$ cat config.mk
export PLATFORM = sky130hd
export DESIGN_NAME = uri_token_lexer
export DESIGN_NICKNAME = d
export VERILOG_FILES = /design/src/sv/utl_pkg.sv /design/src/sv/uri_token_lexer.sv /design/src/sv/utl_front.sv /design/src/sv/utl_queue.sv /design/src/sv/utl_back.sv
export SDC_FILE = /design/constraint.sdc
export NUM_CORES = 1
export LEC_CHECK = 0
export ABC_AREA = 1
export BUFFER_PORTS_ARGS = -buffer_cell sky130_fd_sc_hd__clkbuf_2
export CAP_MARGIN = 15
export CORE_MARGIN = 2
export CORE_UTILIZATION = 48
export DETAILED_ROUTE_END_ITERATION = 7
export PLACE_DENSITY_LB_ADDON = 0.12
export RECOVER_POWER = 50
export SETUP_SLACK_MARGIN = 0.3
export SLEW_MARGIN = 25
export SYNTH_ARGS = -nofsm -noshare
export SYNTH_HDL_FRONTEND = slang
export SYNTH_SLANG_ARGS = --single-unit
$ cat constraint.sdc
create_clock -name clk -period 18.5 [get_ports clk]
set_input_delay 1.85 -clock clk [delete_from_list [all_inputs] [get_ports clk]]
set_output_delay 1.85 -clock clk [all_outputs]
set_load 0.02 [all_outputs]
$ cat src/sv/utl_pkg.sv
`timescale 1ns / 1ps

package utl_pkg;

	// Longest string the position and length counters track; both saturate here.
	localparam int MAX_URI_LEN = 4096;
	localparam int POS_W       = 13;
	localparam int TAG_W       = 4;
	localparam int SLOTS       = 3;
	localparam int CNT_W       = 2;

	localparam logic [TAG_W-1:0] TAG_UNKNOWN = 4'd0;
	localparam logic [TAG_W-1:0] TAG_EOS     = 4'd1;
	localparam logic [TAG_W-1:0] TAG_QMARK   = 4'd2;
	localparam logic [TAG_W-1:0] TAG_ASSIGN  = 4'd3;
	localparam logic [TAG_W-1:0] TAG_DELIM   = 4'd4;
	localparam logic [TAG_W-1:0] TAG_WORDY   = 4'd5;
	localparam logic [TAG_W-1:0] TAG_PATH    = 4'd6;
	localparam logic [TAG_W-1:0] TAG_INT     = 4'd7;
	localparam logic [TAG_W-1:0] TAG_ESC     = 4'd8;

	typedef struct packed {
		logic [7:0] byte_in;
		logic       end_of_string;
	} item_t;

	typedef struct packed {
		logic [TAG_W-1:0] token_tag;
		logic [POS_W-1:0] token_start;
		logic [POS_W-1:0] token_length;
		logic [7:0]       decoded_byte;
		logic             last_token;
	} token_t;

	// All tokens caused by one input byte, oldest in slot 0.
	typedef struct packed {
		logic [CNT_W-1:0]         count;
		token_t [SLOTS-1:0]       tok;
	} bundle_t;

	// Queue head as seen by the back end.
	typedef struct packed {
		logic    valid;
		bundle_t data;
	} head_t;

endpackage

$ cat src/sv/uri_token_lexer.sv
`timescale 1ns / 1ps
// URI token lexer.
// Input channel: drive item (byte_in, end_of_string) with push; a request is
// taken at a rising edge with push high and full low. Mark the final byte of
// each URI with end_of_string.
// Result channel: while empty is low, result holds the oldest token (tag,
// start, length, decoded byte, last flag); raise pop to take it.
// Each byte yields zero to three tokens; the last byte of a string always
// yields at least the eos token, which carries last_token.
// A token caused by a taken request is written to the queue of token groups and
// then loaded into the result register.
// Throughput: one byte per cycle if pop is held and bytes yield at most one token each.
// The result register drains one token per cycle, so bytes that yield two or
// three tokens fill the four-entry queue of token groups and raise full until it drains.
// Reset: clears the lexer to idle at position zero and empties the queue and
// the result register; no clearing pass is needed.
// A stalled receiver holds the current result steady; the queue absorbs up
// to four more bytes' worth of tokens before full rises.
module uri_token_lexer (
	input  logic              clk,
	input  logic              arst_n,
	input  logic              push,
	output logic              full,
	input  utl_pkg::item_t    item,
	input  logic              pop,
	output logic              empty,
	output utl_pkg::token_t   result
);

	logic              accept;
	logic              bundle_write;
	utl_pkg::bundle_t  bundle;
	utl_pkg::head_t    head;
	logic              deq;

	// Accept whenever the token queue has room.
	assign accept = push && !full;

	// Front: classify the byte, advance the run state, collect its tokens.
	utl_front u_front (
		.clk          (clk),
		.arst_n       (arst_n),
		.accept       (accept),
		.item         (item),
		.bundle_write (bundle_write),
		.bundle       (bundle)
	);

	// Hold token groups between front and back.
	utl_queue u_queue (
		.clk     (clk),
		.arst_n  (arst_n),
		.wr      (bundle_write),
		.wr_data (bundle),
		.rd      (deq),
		.head    (head),
		.full    (full)
	);

	// Back: move each group into the result register one token per cycle unless stalled.
	utl_back u_back (
		.clk    (clk),
		.arst_n (arst_n),
		.head   (head),
		.deq    (deq),
		.pop    (pop),
		.empty  (empty),
		.result (result)
	);

endmodule

$ cat src/sv/utl_front.sv
`timescale 1ns / 1ps

module utl_front (
	input  logic                clk,
	input  logic                arst_n,
	input  logic                accept,
	input  utl_pkg::item_t      item,
	output logic                bundle_write,
	output utl_pkg::bundle_t    bundle
);

	typedef enum logic [4:0] {
		M_IDLE = 5'b00001,
		M_TEXT = 5'b00010,
		M_INT  = 5'b00100,
		M_ESC1 = 5'b01000,
		M_ESC2 = 5'b10000
	} mode_t;

	localparam logic [7:0] CH_QMARK   = 8'h3F;
	localparam logic [7:0] CH_ASSIGN  = 8'h3D;
	localparam logic [7:0] CH_AMP     = 8'h26;
	localparam logic [7:0] CH_PERCENT = 8'h25;
	localparam logic [7:0] CH_SLASH   = 8'h2F;
	localparam logic [7:0] CH_DOT     = 8'h2E;
	localparam logic [utl_pkg::POS_W-1:0] POS_MAX = utl_pkg::POS_W'(utl_pkg::MAX_URI_LEN);
	localparam logic [utl_pkg::POS_W-1:0] LEN_ONE = utl_pkg::POS_W'(1);
	localparam logic [utl_pkg::POS_W-1:0] LEN_TWO = utl_pkg::POS_W'(2);
	localparam logic [utl_pkg::POS_W-1:0] LEN_ESC = utl_pkg::POS_W'(3);

	mode_t                       mode_q, mode_n;
	logic [utl_pkg::POS_W-1:0]   pos_q, pos_n;
	logic [utl_pkg::POS_W-1:0]   start_q, start_n;
	logic [utl_pkg::POS_W-1:0]   len_q, len_n;
	logic                        slash_q, slash_n;
	logic [3:0]                  hnib_q, hnib_n;

	logic [7:0]         c;
	logic               is_alpha, is_digit, is_hex, is_text;
	logic [3:0]         hex_val;
	logic               relex;
	utl_pkg::token_t    cand [4];
	logic [3:0]         cand_v;
	logic [2:0]         fill;

	function automatic logic [utl_pkg::POS_W-1:0] sat_inc(input logic [utl_pkg::POS_W-1:0] x);
		return (x < POS_MAX) ? x + LEN_ONE : x;
	endfunction

	function automatic utl_pkg::token_t mk(input logic [utl_pkg::TAG_W-1:0] tag,
			input logic [utl_pkg::POS_W-1:0] st, input logic [utl_pkg::POS_W-1:0] ln,
			input logic [7:0] dec, input logic lst);
		utl_pkg::token_t t;
		t.token_tag    = tag;
		t.token_start  = st;
		t.token_length = ln;
		t.decoded_byte = dec;
		t.last_token   = lst;
		return t;
	endfunction

	assign c        = item.byte_in;
	assign is_alpha = (c >= 8'h61 && c <= 8'h7A) || (c >= 8'h41 && c <= 8'h5A);
	assign is_digit = (c >= 8'h30 && c <= 8'h39);
	assign is_text  = is_alpha || is_digit || c == CH_DOT || c == CH_SLASH;

	always_comb begin
		is_hex  = 1'b1;
		hex_val = 4'd0;
		if (is_digit) begin
			hex_val = 4'(c - 8'h30);
		end else if (c >= 8'h61 && c <= 8'h66) begin
			hex_val = 4'(c - 8'h57);
		end else if (c >= 8'h41 && c <= 8'h46) begin
			hex_val = 4'(c - 8'h37);
		end else begin
			is_hex = 1'b0;
		end
	end

	always_comb begin
		mode_n  = mode_q;
		start_n = start_q;
		len_n   = len_q;
		slash_n = slash_q;
		hnib_n  = hnib_q;
		relex   = 1'b0;
		for (int i = 0; i < 4; i++) begin
			cand[i] = '0;
		end
		cand_v  = '0;

		// Close or extend the open run.
		unique case (mode_q)
			M_TEXT: begin
				if (is_text) begin
					len_n = sat_inc(len_q);
					if (c == CH_SLASH) slash_n = 1'b1;
				end else begin
					cand_v[0] = 1'b1;
					cand[0]   = mk(slash_q ? utl_pkg::TAG_PATH : utl_pkg::TAG_WORDY,
						start_q, len_q, 8'd0, 1'b0);
					relex     = 1'b1;
				end
			end
			M_INT: begin
				if (is_digit) begin
					len_n = sat_inc(len_q);
				end else begin
					cand_v[0] = 1'b1;
					cand[0]   = mk(utl_pkg::TAG_INT, start_q, len_q, 8'd0, 1'b0);
					relex     = 1'b1;
				end
			end
			M_ESC1: begin
				if (is_hex) begin
					hnib_n = hex_val;
					len_n  = LEN_TWO;
					mode_n = M_ESC2;
				end else begin
					cand_v[0] = 1'b1;
					cand[0]   = mk(utl_pkg::TAG_UNKNOWN, start_q, LEN_ESC, 8'd0, 1'b0);
					relex     = 1'b1;
				end
			end
			M_ESC2: begin
				cand_v[0] = 1'b1;
				if (is_hex) begin
					cand[0] = mk(utl_pkg::TAG_ESC, start_q, LEN_ESC, {hnib_q, hex_val}, 1'b0);
					mode_n  = M_IDLE;
				end else begin
					cand[0] = mk(utl_pkg::TAG_UNKNOWN, start_q, LEN_ESC, 8'd0, 1'b0);
					relex   = 1'b1;
				end
			end
			default: relex = 1'b1;
		endcase

		// Lex the byte from idle.
		if (relex) begin
			mode_n  = M_IDLE;
			slash_n = 1'b0;
			if (c == CH_QMARK) begin
				cand_v[1] = 1'b1;
				cand[1]   = mk(utl_pkg::TAG_QMARK, pos_q, LEN_ONE, 8'd0, 1'b0);
			end else if (c == CH_ASSIGN) begin
				cand_v[1] = 1'b1;
				cand[1]   = mk(utl_pkg::TAG_ASSIGN, pos_q, LEN_ONE, 8'd0, 1'b0);
			end else if (c == CH_AMP) begin
				cand_v[1] = 1'b1;
				cand[1]   = mk(utl_pkg::TAG_DELIM, pos_q, LEN_ONE, 8'd0, 1'b0);
			end else if (c == CH_PERCENT) begin
				mode_n  = M_ESC1;
				start_n = pos_q;
				len_n   = LEN_ONE;
			end else if (c == CH_SLASH || c == CH_DOT || is_alpha) begin
				mode_n  = M_TEXT;
				start_n = pos_q;
				len_n   = LEN_ONE;
				slash_n = (c == CH_SLASH);
			end else if (is_digit) begin
				mode_n  = M_INT;
				start_n = pos_q;
				len_n   = LEN_ONE;
			end else begin
				cand_v[1] = 1'b1;
				cand[1]   = mk(utl_pkg::TAG_UNKNOWN, pos_q, LEN_ONE, 8'd0, 1'b0);
			end
		end

		pos_n = sat_inc(pos_q);

		// End of string: flush the open run, append eos, drop all state.
		if (item.end_of_string) begin
			unique case (mode_n)
				M_TEXT: begin
					cand_v[2] = 1'b1;
					cand[2]   = mk(slash_n ? utl_pkg::TAG_PATH : utl_pkg::TAG_WORDY,
						start_n, len_n, 8'd0, 1'b0);
				end
				M_INT: begin
					cand_v[2] = 1'b1;
					cand[2]   = mk(utl_pkg::TAG_INT, start_n, len_n, 8'd0, 1'b0);
				end
				M_ESC1: begin
					cand_v[2] = 1'b1;
					cand[2]   = mk(utl_pkg::TAG_UNKNOWN, start_n, LEN_ONE, 8'd0, 1'b0);
				end
				M_ESC2: begin
					cand_v[2] = 1'b1;
					cand[2]   = mk(utl_pkg::TAG_UNKNOWN, start_n, LEN_TWO, 8'd0, 1'b0);
				end
				default: ;
			endcase
			cand_v[3] = 1'b1;
			cand[3]   = mk(utl_pkg::TAG_EOS, pos_n, LEN_ONE, 8'd0, 1'b1);
			mode_n    = M_IDLE;
			pos_n     = '0;
			start_n   = '0;
			len_n     = '0;
			slash_n   = 1'b0;
			hnib_n    = '0;
		end
	end

	// Pack the candidates into consecutive slots, oldest first.
	always_comb begin
		bundle = '0;
		fill   = '0;
		for (int i = 0; i < 4; i++) begin
			if (cand_v[i] && fill < 3'(utl_pkg::SLOTS)) begin
				bundle.tok[fill[1:0]] = cand[i];
				fill = fill + 3'd1;
			end
		end
		bundle.count = fill[utl_pkg::CNT_W-1:0];
	end

	assign bundle_write = accept && (fill != 3'd0);

	always_ff @(posedge clk or negedge arst_n) begin
		if (!arst_n) begin
			mode_q  <= M_IDLE;
			pos_q   <= '0;
			start_q <= '0;
			len_q   <= '0;
			slash_q <= 1'b0;
			hnib_q  <= '0;
		end else if (accept) begin
			mode_q  <= mode_n;
			pos_q   <= pos_n;
			start_q <= start_n;
			len_q   <= len_n;
			slash_q <= slash_n;
			hnib_q  <= hnib_n;
		end
	end

endmodule

$ cat src/sv/utl_queue.sv
`timescale 1ns / 1ps

module utl_queue (
	input  logic              clk,
	input  logic              arst_n,
	input  logic              wr,
	input  utl_pkg::bundle_t  wr_data,
	input  logic              rd,
	output utl_pkg::head_t    head,
	output logic              full
);

	localparam int DEPTH = 4;

	utl_pkg::bundle_t mem_q [DEPTH];
	logic [1:0]       wr_ptr_q, rd_ptr_q;
	logic [2:0]       cnt_q;
	logic             do_wr, do_rd;

	assign full       = (cnt_q == 3'(DEPTH));
	assign do_wr      = wr && !full;
	assign do_rd      = rd && (cnt_q != 3'd0);
	assign head.valid = (cnt_q != 3'd0);
	assign head.data  = mem_q[rd_ptr_q];

	always_ff @(posedge clk) begin
		if (do_wr) mem_q[wr_ptr_q] <= wr_data;
	end

	always_ff @(posedge clk or negedge arst_n) begin
		if (!arst_n) begin
			wr_ptr_q <= '0;
			rd_ptr_q <= '0;
			cnt_q    <= '0;
		end else begin
			if (do_wr) wr_ptr_q <= wr_ptr_q + 2'd1;
			if (do_rd) rd_ptr_q <= rd_ptr_q + 2'd1;
			if (do_wr && !do_rd) begin
				cnt_q <= cnt_q + 3'd1;
			end else if (do_rd && !do_wr) begin
				cnt_q <= cnt_q - 3'd1;
			end
		end
	end

endmodule

$ cat src/sv/utl_back.sv
`timescale 1ns / 1ps

module utl_back (
	input  logic              clk,
	input  logic              arst_n,
	input  utl_pkg::head_t    head,
	output logic              deq,
	input  logic              pop,
	output logic              empty,
	output utl_pkg::token_t   result
);

	logic [1:0]       idx_q;
	logic             out_v_q;
	utl_pkg::token_t  out_q;
	logic             load, slot_last;

	assign load      = head.valid && (!out_v_q || pop);
	assign slot_last = (idx_q == head.data.count - 2'd1);
	assign deq       = load && slot_last;
	assign empty     = !out_v_q;
	assign result    = out_q;

	always_ff @(posedge clk) begin
		if (load) out_q <= head.data.tok[idx_q];
	end

	always_ff @(posedge clk or negedge arst_n) begin
		if (!arst_n) begin
			idx_q   <= '0;
			out_v_q <= 1'b0;
		end else begin
			if (load) begin
				idx_q   <= slot_last ? 2'd0 : idx_q + 2'd1;
				out_v_q <= 1'b1;
			end else if (pop) begin
				out_v_q <= 1'b0;
			end
		end
	end

endmodule

==> flow_metrics.env <==
export IMPL_status="finished, violations left"
export IMPL_violations="max-capacitance violations, max-slew violations"
export IMPL_rows=79
export IMPL_max_clock_freq_mhz=89.6
export IMPL_cts_num_sinks=502
export IMPL_grt_pass1_wl_um=90300
export IMPL_ys_ff_latch=502
export IMPL_cts_resized=0
export IMPL_diodes=0
export IMPL_slew_limit_headroom_pct=-150
export IMPL_final_core_util_pct=53.2
export IMPL_hold_depth=2
export IMPL_synth_area_leaders="edfxtp_1 59%, dfrtp_1 6.5%, o21ai_0 5.7%"
export IMPL_synth_top_cell_area_share_pct=59.4
export IMPL_async_flop_share_pct=11.8
export IMPL_hold_buffers=0
export IMPL_slew_violations=503
export IMPL_cts_tree="done"
export IMPL_fin_setup_tns_ns=0
export IMPL_via_count=15600
export IMPL_drive_above_1_share_pct=7.30
export IMPL_cts_setup_buffers=0
export IMPL_tightest_slew_ns=3.75
export IMPL_overflow=0
export IMPL_ant_nets=0
export IMPL_io_buffers=53
export IMPL_clk_pin_slew_worst_paths_ns=0.07
export IMPL_syn_area_um2=22400
export IMPL_hold_end="u_front.start_q[3]"
export IMPL_die_width_um=220
export IMPL_area_growth_syn_to_layout_pct=9.97
export IMPL_cts_root_buf="clkbuf_16"
export IMPL_syn_nets=2100
export IMPL_yosysTopAreaCell="edfxtp_1"
export IMPL_hold_path_class="reg2reg"
export IMPL_h_tree_depth=2
export IMPL_post_drt_wl_per_cell_um=21.4
export IMPL_clock_skew_ns=0.0173
export IMPL_antenna_found_initial=0
export IMPL_max_stage_delay_ns=2.38
export IMPL_ioPinCount=54
export IMPL_fillCellCount=4115
export IMPL_cts_buffers=54
export IMPL_dieArea_um2=48400
export IMPL_setup_viol=0
export IMPL_route_detailed_drc=0
export IMPL_first_pass_iters=5
export IMPL_nets=2122
export IMPL_worstPathRequired_ns=18.72
export IMPL_critical_path_class="in2reg"
export IMPL_viasPerCell=5.70
export IMPL_grt_pass1_vias=15400
export IMPL_p_per_area_nw_per_um2=152
export IMPL_vdd_drop_max_v=0.000164
export IMPL_hpwl_um=33900
export IMPL_drt_total_wl_um=58800
export IMPL_track_usage_pct=24.7
export IMPL_dieHeight_um=220
export IMPL_worst_setup_path_end_kind="flop"
export IMPL_r2r_cells=20
export IMPL_clk_path_buf_depth=3
export IMPL_gp_congestion=0.856
export IMPL_syn_area_per_cell_um2=10.8
export IMPL_ys_flop_type="edfxtp_1"
export IMPL_crit_path_max_fanout=54
export IMPL_rr_endpoint="u_queue.mem_q[1][57]"
export IMPL_path_cells="clkbuf_1 > inv_1 > ha_1 > o21ai_0 > nand2_2 > nand2_1 > nand3_1 > nand2_1 > nor2_1 > inv_1 > ha_1 > nand2_1 > nand4_1 > inv_1 > fa_1 > a21oi_1 > inv_1 > or2_2 > nand3_1 > nand2_1 > nor2_4 > clkbuf_1 > buf_4"
export IMPL_p_leak_nw=8.82
export IMPL_yosys_warnings=0
export IMPL_finalHoldViolCount=0
export IMPL_drt_initial_drc_count=1445
export IMPL_r2r_slack_ns=9.18
export IMPL_synth_edf_count=443
export IMPL_worstPathArrival_ns=11.38
export IMPL_fin_crit_ns=11.16
export IMPL_min_delay_start="u_front.start_q[3]"
export IMPL_synth_seq_area_share_pct=66.0
export IMPL_core_area_um2=46400
export IMPL_ys_types=50
export IMPL_rsz0062_at_grt="no"
export IMPL_worstReg2RegStart="u_front.mode_q[3]"
export IMPL_start_kind="primary input"
export IMPL_maxCapViolCount=10
export IMPL_start_util_pct=48.3
export IMPL_syn_inst=2068
export IMPL_grt_max_degree=88
export IMPL_crit_path_top_delay_cell="clkbuf_1"
export IMPL_period_share_pct=60.3
export IMPL_clock_latency_ns=0.61
how the worst max path moves through the flow:
stage                     startpoint                   end
after floorplan              item[1]   u_queue.mem_q[0][0]
after global placement       item[2]  u_queue.mem_q[3][26]
after detailed placement     item[2]  u_queue.mem_q[3][53]
after CTS                    item[2]  u_queue.mem_q[3][53]
after global routing         item[1]  u_queue.mem_q[1][57]
final                        item[1]  u_queue.mem_q[1][57]
metal layers:
metal | vias to the layer above | GRT usage (%) | routed length (um)
li1 | 7318 | - | -
met1 | 7702 | 35.1 | 26200
met2 | 526 | 39.9 | 28000
met3 | 97 | 3.62 | 3420
met4 | 0 | 6.49 | 1260
met5 | - | 0 | 0
through the flow:
stage	hold slack, ns	worst slack [ns]	cell area, um^2	power, mW	instances
3_5_place_dp	0.502	10.42	23200	2.71	2641
5_1_grt	0.545	6.54	24600	3.93	2743
6_report	0.520	7.34	24600	3.73	2743
2_1_floorplan	0.475	8.59	22400	2.33	2068
4_1_cts	0.516	11.05	24900	3.77	2743
3_3_place_gp	0.493	10.52	23200	2.70	2641
where the power goes:
group	switching [mW]	internal (mW)	total, mW
combinational	0.824	0.295	1.12
clock	0.436	0.621	1.06
sequential	0.0573	1.50	1.56
total	1.32	2.42	3.73
Yosys cell counts (9+ instances only):
master	count
a21oi_1	32
buf_1	9
buf_2	13
clkbuf_1	79
dfrtp_1	58
edfxtp_1	443
ha_1	17
inv_1	142
nand2_1	315
nand2_2	11
nand3_1	101
nand4_1	15
nor2_1	292
nor2_4	15
o211ai_2	9
o21ai_0	256
o21ai_1	31
o22ai_1	135
xor2_1	14
kinds of logic (layout without fill, tap and decap cells):
logic type / count (synthesis) / after routing / share of synthesized area [%]
AO/OA/AOI/OAI: 483 / 483 / 12.1
XOR/XNOR: 16 / 16 / 0.625
adder cells (fa/ha/maj): 19 / 19 / 1.13
buffers and inverters: 266 / 334 / 4.87
flip-flops: 502 / 502 / 66.0
multiplexers: 1 / 1 / 0.0503
AND/OR/NAND/NOR: 781 / 781 / 15.3
state kept, by name, indices dropped and copies added, names as in the netlist:
| register | flops |
|---|---|
| u_back.out_v_q | 1 |
| u_front.start_q | 13 |
| u_front.hnib_q | 4 |
| u_back.result | 39 |
| u_queue.cnt_q | 3 |
| u_front.len_q | 13 |
| u_back.idx_q | 2 |
| u_queue.wr_ptr_q | 2 |
| u_queue.rd_ptr_q | 2 |
| u_queue.mem_q | 404 |
| u_front.slash_q | 1 |
| u_front.pos_q | 13 |
| u_front.mode_q | 5 |
critical path: cells and delay by family:
kind	cells	cell delay, ns
adders and majority gates	3	1.14
and+or+nand+nor	11	2.92
AOI/OAI and AO/OA	2	0.71
buffers and inverters	7	4.63
cell type report:
cell class,instances,area [um^2],area share [%]
Clock buffer,86,1610,6.51
Inverter,154,583,2.37
Sequential cell,502,14800,60.0
Tap cell,607,759,3.08
Clock inverter,16,136,0.553
Timing Repair Buffer,78,369,1.50
Multi-Input combinational cell,1300,6400,26.0
cell usage in the layout (no fill, tap or decap), types with 3 or more instances in the layout:
cell,Yosys,final
a211oi_1,5,5
a21oi_1,32,33
buf_4,6,17
clkbuf_1,79,73
clkbuf_16,0,57
clkbuf_2,0,9
clkbuf_8,0,7
clkinv_1,2,7
clkinv_2,1,7
dfrtp_1,58,56
edfxtp_1,443,443
ha_1,17,17
inv_1,142,142
inv_2,8,6
nand2_1,315,322
nand2_2,11,7
nand2_4,8,5
nand3_1,101,106
nand4_1,15,16
nor2_1,292,295
nor2_2,3,4
nor2_4,15,11
nor3_1,8,8
nor4_1,3,3
o211ai_1,6,6
o211ai_2,9,9
o21ai_0,256,279
o21ai_1,31,9
o22ai_1,135,135
xor2_1,14,14
No activity file was read; power rests on OpenSTA's default activity.
